<file path="src/rtl/bundle_branch_predecoder_assert.svh">
// Assertion macros for the branch predecoder RTL, used by the merge stage.
// No dependencies; taken in by `include where checks are written.
`ifndef BUNDLE_BRANCH_PREDECODER_ASSERT_SVH
`define BUNDLE_BRANCH_PREDECODER_ASSERT_SVH

// same-cycle implication, disabled during reset
`define BBP_ASSERT_NOW(name, clk, rst_n, pre, post) \
    name: assert property (@(posedge clk) disable iff (!rst_n) (pre) |-> (post)) \
        else $error("bbp assertion failed");

// next-cycle implication, disabled during reset
`define BBP_ASSERT_NEXT(name, clk, rst_n, pre, post) \
    name: assert property (@(posedge clk) disable iff (!rst_n) (pre) |=> (post)) \
        else $error("bbp assertion failed");

`endif

</file>
<file path="src/rtl/bbp_pkg.sv">
// Types, field positions and decode codes for the bundle branch predecoder.
// No dependencies; used by every module of the block.
`default_nettype none

package bbp_pkg;

    localparam int unsigned NUM_SLOTS  = 3;
    localparam int unsigned TMPL_W     = 5;
    localparam int unsigned SLOT_W     = 41;
    localparam int unsigned KIND_W     = 2;
    localparam int unsigned OFF_W      = 25;
    localparam int unsigned HALF_W     = 64;
    localparam int unsigned S_TDATA_W  = 2 * HALF_W;
    localparam int unsigned RES_BITS   = NUM_SLOTS * (KIND_W + OFF_W);
    localparam int unsigned M_TDATA_W  = ((RES_BITS + 7) / 8) * 8;
    localparam int unsigned OFF_BASE   = NUM_SLOTS * KIND_W;

    typedef logic [TMPL_W-1:0] tmpl_t;
    typedef logic [SLOT_W-1:0] slot_word_t;
    typedef logic [1:0]        slot_idx_t;

    typedef enum logic [KIND_W-1:0] {
        KIND_OTHER  = 2'd0,
        KIND_CALL   = 2'd1,
        KIND_BRANCH = 2'd2,
        KIND_RETURN = 2'd3
    } kind_t;

    typedef struct packed {
        kind_t              kind;
        logic [OFF_W-1:0]   offset;
    } slot_res_t;

    // major opcodes of the branch unit
    localparam logic [3:0] OP_INDIRECT = 4'h0;
    localparam logic [3:0] OP_CALL_IND = 4'h1;
    localparam logic [3:0] OP_BR_REL   = 4'h4;
    localparam logic [3:0] OP_CALL_REL = 4'h5;

    localparam logic [5:0] X6_RETURN   = 6'h21;
    localparam logic [5:0] X6_BR_IND   = 6'h20;

    localparam logic [2:0] BTYPE_RET   = 3'd4;
    localparam logic [2:0] BTYPE_COND  = 3'd0;
    localparam logic [2:0] BTYPE_IA    = 3'd1;

    localparam tmpl_t TMPL_BBB   = 5'h16;
    localparam tmpl_t TMPL_BBB_S = 5'h17;
    localparam tmpl_t TMPL_MBB   = 5'h12;
    localparam tmpl_t TMPL_MBB_S = 5'h13;
    localparam tmpl_t TMPL_MIB   = 5'h10;
    localparam tmpl_t TMPL_MIB_S = 5'h11;
    localparam tmpl_t TMPL_MMB   = 5'h18;
    localparam tmpl_t TMPL_MMB_S = 5'h19;
    localparam tmpl_t TMPL_MFB   = 5'h1C;
    localparam tmpl_t TMPL_MFB_S = 5'h1D;

    localparam slot_idx_t SLOT_FIRST = 2'd0;
    localparam slot_idx_t SLOT_MID   = 2'd1;
    localparam slot_idx_t SLOT_LAST  = 2'd2;

    function automatic logic is_branch_unit(input tmpl_t tmpl, input slot_idx_t slot);
        logic bu;
        bu = 1'b0;
        case (tmpl) inside
            TMPL_BBB, TMPL_BBB_S: begin
                bu = 1'b1;
            end
            TMPL_MBB, TMPL_MBB_S: begin
                bu = (slot != SLOT_FIRST);
            end
            TMPL_MIB, TMPL_MIB_S, TMPL_MMB, TMPL_MMB_S, TMPL_MFB, TMPL_MFB_S: begin
                bu = (slot == SLOT_LAST);
            end
            default: begin
                bu = 1'b0;
            end
        endcase
        return bu;
    endfunction

endpackage

`default_nettype wire

</file>
<file path="src/rtl/bbp_slot_lane.sv">
// One decode lane: classifies a single 41-bit slot and forms its displacement.
// Depends on bbp_pkg.
`default_nettype none

module bbp_slot_lane (
    input  wire bbp_pkg::slot_word_t slot_word,
    input  wire logic                bunit,
    output bbp_pkg::slot_res_t       res
);

    logic [3:0]                 opcode;
    logic [5:0]                 x6;
    logic [2:0]                 btype;
    logic [bbp_pkg::OFF_W-1:0]  disp;

    assign opcode = slot_word[40:37];
    assign x6     = slot_word[32:27];
    assign btype  = slot_word[8:6];
    // sign from bit 36, imm20b from bits 13..32, scaled by 16
    assign disp   = {slot_word[36], slot_word[32:13], 4'b0000};

    always_comb begin
        res.kind   = bbp_pkg::KIND_OTHER;
        res.offset = '0;
        if (bunit) begin
            case (opcode)
                bbp_pkg::OP_CALL_REL: begin
                    res.kind   = bbp_pkg::KIND_CALL;
                    res.offset = disp;
                end
                bbp_pkg::OP_BR_REL: begin
                    res.kind   = bbp_pkg::KIND_BRANCH;
                    res.offset = disp;
                end
                bbp_pkg::OP_CALL_IND: begin
                    res.kind = bbp_pkg::KIND_CALL;
                end
                bbp_pkg::OP_INDIRECT: begin
                    if (x6 == bbp_pkg::X6_RETURN && btype == bbp_pkg::BTYPE_RET) begin
                        res.kind = bbp_pkg::KIND_RETURN;
                    end else if (x6 == bbp_pkg::X6_BR_IND &&
                                 (btype == bbp_pkg::BTYPE_COND ||
                                  btype == bbp_pkg::BTYPE_IA)) begin
                        res.kind = bbp_pkg::KIND_BRANCH;
                    end
                end
                default: begin
                    res.kind = bbp_pkg::KIND_OTHER;
                end
            endcase
        end
    end

endmodule

`default_nettype wire

</file>
<file path="src/rtl/bbp_merge.sv">
// Merge stage: registers the three lane results and packs them into one beat.
// Depends on bbp_pkg and bundle_branch_predecoder_assert.svh.
`default_nettype none

`include "bundle_branch_predecoder_assert.svh"

module bbp_merge (
    input  wire logic                          aclk,
    input  wire logic                          aresetn,
    input  wire logic                          in_valid,
    output logic                               in_ready,
    input  wire bbp_pkg::slot_res_t            lane_res [bbp_pkg::NUM_SLOTS],
    output logic                               m_tvalid,
    input  wire logic                          m_tready,
    output logic [bbp_pkg::M_TDATA_W-1:0]      m_tdata
);

    logic               valid_reg;
    logic               valid_next;
    bbp_pkg::slot_res_t res_reg  [bbp_pkg::NUM_SLOTS];
    logic               load;

    assign in_ready   = !valid_reg || m_tready;
    assign load       = in_valid && in_ready;
    assign valid_next = load || (valid_reg && !m_tready);

    always_ff @(posedge aclk) begin
        if (!aresetn) begin
            valid_reg <= 1'b0;
        end else begin
            valid_reg <= valid_next;
        end
    end

    always_ff @(posedge aclk) begin
        if (load) begin
            for (int i = 0; i < bbp_pkg::NUM_SLOTS; i++) begin
                res_reg[i] <= lane_res[i];
            end
        end
    end

    always_comb begin
        m_tdata = '0;
        for (int i = 0; i < bbp_pkg::NUM_SLOTS; i++) begin
            m_tdata[i*bbp_pkg::KIND_W +: bbp_pkg::KIND_W] = res_reg[i].kind;
            m_tdata[bbp_pkg::OFF_BASE + i*bbp_pkg::OFF_W +: bbp_pkg::OFF_W] =
                res_reg[i].offset;
        end
    end

    assign m_tvalid = valid_reg;

    `BBP_ASSERT_NOW(a_backpressure, aclk, aresetn, valid_reg && !m_tready, !in_ready)
    `BBP_ASSERT_NEXT(a_load_shows, aclk, aresetn, load, valid_reg)
    `BBP_ASSERT_NOW(a_off0_kind, aclk, aresetn, valid_reg && res_reg[0].offset != '0, res_reg[0].kind == bbp_pkg::KIND_CALL || res_reg[0].kind == bbp_pkg::KIND_BRANCH)
    `BBP_ASSERT_NOW(a_off1_kind, aclk, aresetn, valid_reg && res_reg[1].offset != '0, res_reg[1].kind == bbp_pkg::KIND_CALL || res_reg[1].kind == bbp_pkg::KIND_BRANCH)
    `BBP_ASSERT_NOW(a_off2_kind, aclk, aresetn, valid_reg && res_reg[2].offset != '0, res_reg[2].kind == bbp_pkg::KIND_CALL || res_reg[2].kind == bbp_pkg::KIND_BRANCH)

endmodule

`default_nettype wire

</file>
<file path="src/rtl/bundle_branch_predecoder.sv">
// Top level of the bundle branch predecoder: three slot lanes and a merge stage.
// Depends on bbp_pkg, bbp_slot_lane and bbp_merge.
//
//   channel | dir | tdata                                  | beat
//   s_      | in  | 128 b: bundle_low, bundle_high         | one bundle
//   m_      | out | 88 b: 3 kinds, 3 offsets, zero pad     | one result
//
// One bundle per cycle unless a held m_ beat stalls; the result appears in the cycle after
// the input beat, from the single output register in the merge stage.
// Synchronous active-low reset clears only the output valid.
// A stalled m_ beat holds; s_tready drops only while it is held.
`default_nettype none

module bundle_branch_predecoder (
    input  wire logic                          aclk,
    input  wire logic                          aresetn,
    input  wire logic                          s_tvalid,
    output logic                               s_tready,
    // [63:0] bundle_low, [127:64] bundle_high
    input  wire logic [bbp_pkg::S_TDATA_W-1:0] s_tdata,
    output logic                               m_tvalid,
    input  wire logic                          m_tready,
    // [1:0] slot0_kind, [3:2] slot1_kind, [5:4] slot2_kind,
    // [30:6] slot0_offset, [55:31] slot1_offset, [80:56] slot2_offset, [87:81] zero
    output logic [bbp_pkg::M_TDATA_W-1:0]      m_tdata
);

    bbp_pkg::tmpl_t     tmpl;
    bbp_pkg::slot_res_t lane_res [bbp_pkg::NUM_SLOTS];

    assign tmpl = s_tdata[bbp_pkg::TMPL_W-1:0];

    for (genvar g = 0; g < bbp_pkg::NUM_SLOTS; g++) begin : g_lane
        logic bunit;
        assign bunit = bbp_pkg::is_branch_unit(tmpl, bbp_pkg::slot_idx_t'(g));
        bbp_slot_lane u_lane (
            .slot_word (s_tdata[bbp_pkg::TMPL_W + g*bbp_pkg::SLOT_W +: bbp_pkg::SLOT_W]),
            .bunit     (bunit),
            .res       (lane_res[g])
        );
    end

    bbp_merge u_merge (
        .aclk     (aclk),
        .aresetn  (aresetn),
        .in_valid (s_tvalid),
        .in_ready (s_tready),
        .lane_res (lane_res),
        .m_tvalid (m_tvalid),
        .m_tready (m_tready),
        .m_tdata  (m_tdata)
    );

endmodule

`default_nettype wire

</file>
<file path="config.mk">
export PLATFORM = sky130hd
export DESIGN_NAME = bundle_branch_predecoder
export DESIGN_NICKNAME = d
export VERILOG_FILES = /design/src/rtl/bbp_pkg.sv /design/src/rtl/bbp_slot_lane.sv /design/src/rtl/bbp_merge.sv /design/src/rtl/bundle_branch_predecoder.sv
export VERILOG_INCLUDE_DIRS = /design/src /design/src/rtl
export SDC_FILE = /design/constraint.sdc
export NUM_CORES = 1
export LEC_CHECK = 0
export BUFFER_PORTS_ARGS = -buffer_cell sky130_fd_sc_hd__buf_2
export CAP_MARGIN = 30
export CORE_MARGIN = 2
export CORE_UTILIZATION = 40
export DETAILED_ROUTE_END_ITERATION = 8
export PLACE_DENSITY = 0.84
export SETUP_SLACK_MARGIN = 0.2
export SYNTH_ARGS = -nofsm -noshare
export SYNTH_HDL_FRONTEND = slang
export SYNTH_SLANG_ARGS = --single-unit
</file>
<file path="constraint.sdc">
create_clock -name aclk -period 3.8 [get_ports aclk]
set_input_delay 1.14 -clock aclk [delete_from_list [all_inputs] [get_ports aclk]]
set_output_delay 1.14 -clock aclk [all_outputs]
set_load 0.01 [all_outputs]
</file>
==> summary.txt <==
Status
  – Status: finished clean

Final layout
  – Post-route insts no fill: 475
  – Share of layout cells above drive strength 1: 54.0%
  – Antenna fix cells: 0
  – Fillers: between 600 and 700
  – Max reg flops: between 60 and 70
  – Nets@finish: 503
  – Area Overhead vs Synth: 34.2%
  – Finished Cell Area: approximately 0.0040 mm²

Synth
  – Post-Synth Simple-Gate Area: roughly 21%
  – Top cells by area in the synthesized netlist: edfxtp_1, and2_1, and2_4, buf_4, buf_6
  – Synth cell types: 34
  – Cell taking the most area after synthesis: edfxtp_1
  – Yosys reg bits: 70
  – Post-synthesis adder-cell area fraction: 0%
  – Syn Area/Cell: 14.8 µm²
  – Register area share after synthesis: between 60% and 70%
  – Synthesized instance count: about 200
  – Main combinational cell family by area after synthesis: simple AND/OR/NAND/NOR gates
  – Top FF cell, synth: edfxtp_1
  – Ys async rst share: 0%
  – Top post-synthesis cells by count: edfxtp_1, and2_1, and2_4, buf_4, nor2_1
  – Number of flops mapped to enable cells by yosys: a little under 70
  – Yosys warnings: 0
  – Count leader, synth: edfxtp_1
  – Post-Synth XOR/XNOR Area: 0%
  – Mapped cell area: around 0.003 mm²
  – Mux contribution to synthesized area: 0%
  – Yosys top cell area share: between 60 and 70%
  – Compound-Gate Fraction of Synth Area: around 2.4%

Timing
  – Unrepaired setup endpoints after global routing: false
  – Max frequency: between 300 and 400 MHz
  – Fin. Hold Viols: 0
  – Rel. slew slack: 51.3%
  – Setup Viol. Count Final: 0
  – Hold WS: around 520 ps
  – Final worst path period share: 70.0%
  – Setup_tns: 0 ps
  – Fin worst setup slack: ~1100 ps
  – Min Tclk post-route: ~2700 ps
  – Final Skew: slightly above 4 ps
  – Worst slew pin tran: 723 ps
  – Fin. max-slew vios: 0

Route
  – Routed vias: 2092
  – Final WL: 6.23 mm
  – TritonRoute pass-1 iters: 4
  – Drt initial violations: 49
  – DRC Markers: 0
  – DR WL/cell: ~13 µm
  – Vias/cell: roughly 4.4
  – Post-route ant nets: 0

Setup path
  – Reg-to-reg slack, setup: 2180 ps
  – Reg2reg path depth: 3
  – Worst-path fanout max: 3
  – Critical R2R Capture: u_merge.res_reg[0][31]
  – Setup crit start kind: primary input
  – Req. time, crit path: 2660 ps
  – Arrival @ worst endpoint: around 1500 ps
  – Crit. End Element: output pin
  – Crit path kind: primary input to output pin
  – Worst r2r src: u_merge.m_tvalid

Global route
  – Pin count of the biggest net entering global routing: 29
  – Number of global-route vias before repair: 1964
  – Global Route Usage Sum: around 15%
  – GR peak layer: met2
  – Grt total ovfl: 0
  – Initial antenna violation count: 0
  – Met3 Use GR: 2.75%
  – First-pass GRT wire length: around 9.5 mm
  – Met1 Use GR: around 18%
  – Met2 Use GR: a little over a quarter

Floorplanning
  – Die H: 90.8 µm
  – Row cnt: 31
  – Die X: around 90 µm
  – # IOs: roughly 220
  – Core ar.: between 0.007 and 0.008 mm²
  – Initial Util: 41.5%
  – DIE AREA: 0.00824 mm²

Clock network
  – CTS Sinks: 70
  – CTS clk-pin slew, worst paths: about 70 ps
  – CTS buffer count: 9
  – Skew-Pair Late Insertion Delay: around 330 ps
  – # Post-CTS Setup Buffers: 0
  – Hold buffer count at cts: 0
  – CTS tree: yes
  – CTS Root Buffer Type: clkbuf_8
  – Clock buffer depth: 2
  – H-tree levels: 3
  – PostCTS Resize Cnt: 0

Place
  – I/O Buffers: 162
  – Placed cell count: between 400 and 500
  – DPL Wire Length: between 4 and 5 mm
  – DP Area: approximately 0.0038 mm²
  – Placement-stage worst setup slack: approximately 1100 ps
  – Gpl congestion: a little under 0.8

Hold path
  – Hold Crit Class: flop to flop
  – Hold depth: 2
  – HP Start: u_merge.m_tvalid
  – Worst hold endpoint: u_merge.m_tvalid

Flow run
  – Max-Cap Viols: 0

Power
  – P_leak: 1.83 nW
  – P per Cell Area: between 400 and 500 mW/mm²
  – VDD IR-drop max: 149 µV
-- routing by layer --
| metal | wire length, µm | up-vias |
|---|---|---|
| met4 | 115 | 0 |
| li1 | - | 1021 |
| met5 | 0 | - |
| met3 | 420 | 11 |
| met1 | 2490 | 948 |
| met2 | 3200 | 112 |
-- kinds of logic after synthesis --
group,Yosys count
AND/OR/NAND/NOR,94
flip-flops,70
buffers and inverters,28
AO/OA/AOI/OAI,10
other,1
-- cell usage in the layout (no fill, tap or decap), drive strengths merged --
cell type and count:
o211ai 2, nor4bb 1, nor3b 1, o21a 1, o31ai 2, or3b 1
conb 19, inv 5, nand3 4, nand2 2, buf 164, clkinvlp 3
and4 2, and3b 3, nor3 1, clkbuf 10, a31oi 2, nand3b 1
nand2b 1, a21boi 1, bufinv 1, and2 64, edfxtp 69, nor2b 1
nor4b 2, nand4b 1, and3 1, dfxtp 1, nor4 2, a211oi 2
nor2 6
-- worst max path at each step --
stage / cells after the start / slack [ps] / startpoint / to
global route: 3 / 1110 / m_tready / s_tready
global placement: 3 / 1140 / m_tready / s_tready
floorplan: 2 / 400 / m_tready / u_merge.res_reg[0][10]
detailed placement: 3 / 1140 / m_tready / s_tready
CTS: 3 / 1130 / m_tready / s_tready
finish: 3 / 1140 / m_tready / s_tready
-- report_power, final --
part | switching [mW] | total (mW) | leakage, nW | internal (mW)
Sequential | 0.00842 | 0.895 | 0.692 | 0.887
Combinational | 0.0896 | 0.162 | 1.04 | 0.0719
Clock | 0.279 | 0.586 | 0.0895 | 0.308
-- per-stage QoR --
| step | util [%] | power (mW) |
|---|---|---|
| after floorplan | - | 0.996 |
| after global placement | 53.0 | 1.07 |
| after detailed placement | 53.0 | 1.08 |
| after CTS | 55.7 | 1.66 |
| after global routing | 55.7 | 1.71 |
| final | 55.7 | 1.64 |
-- worst max-delay path, stage by stage --
cell	delay [ps]
buf_2	90
nand2b_1	140
buf_2	140
-- final cells by class --
type / count / area [µm²] / share of cell area (%)
clock buffers: 10 / 128 / 3.16
clock inverters: 6 / 70.1 / 1.73
inverters: 3 / 11.3 / 0.279
multi-input cells: 123 / 791 / 19.6
flip-flops and latches: 70 / 2090 / 51.8
well taps: 99 / 124 / 3.07
repair buffers: 164 / 826 / 20.4
(Power assumes the default switching activity.)
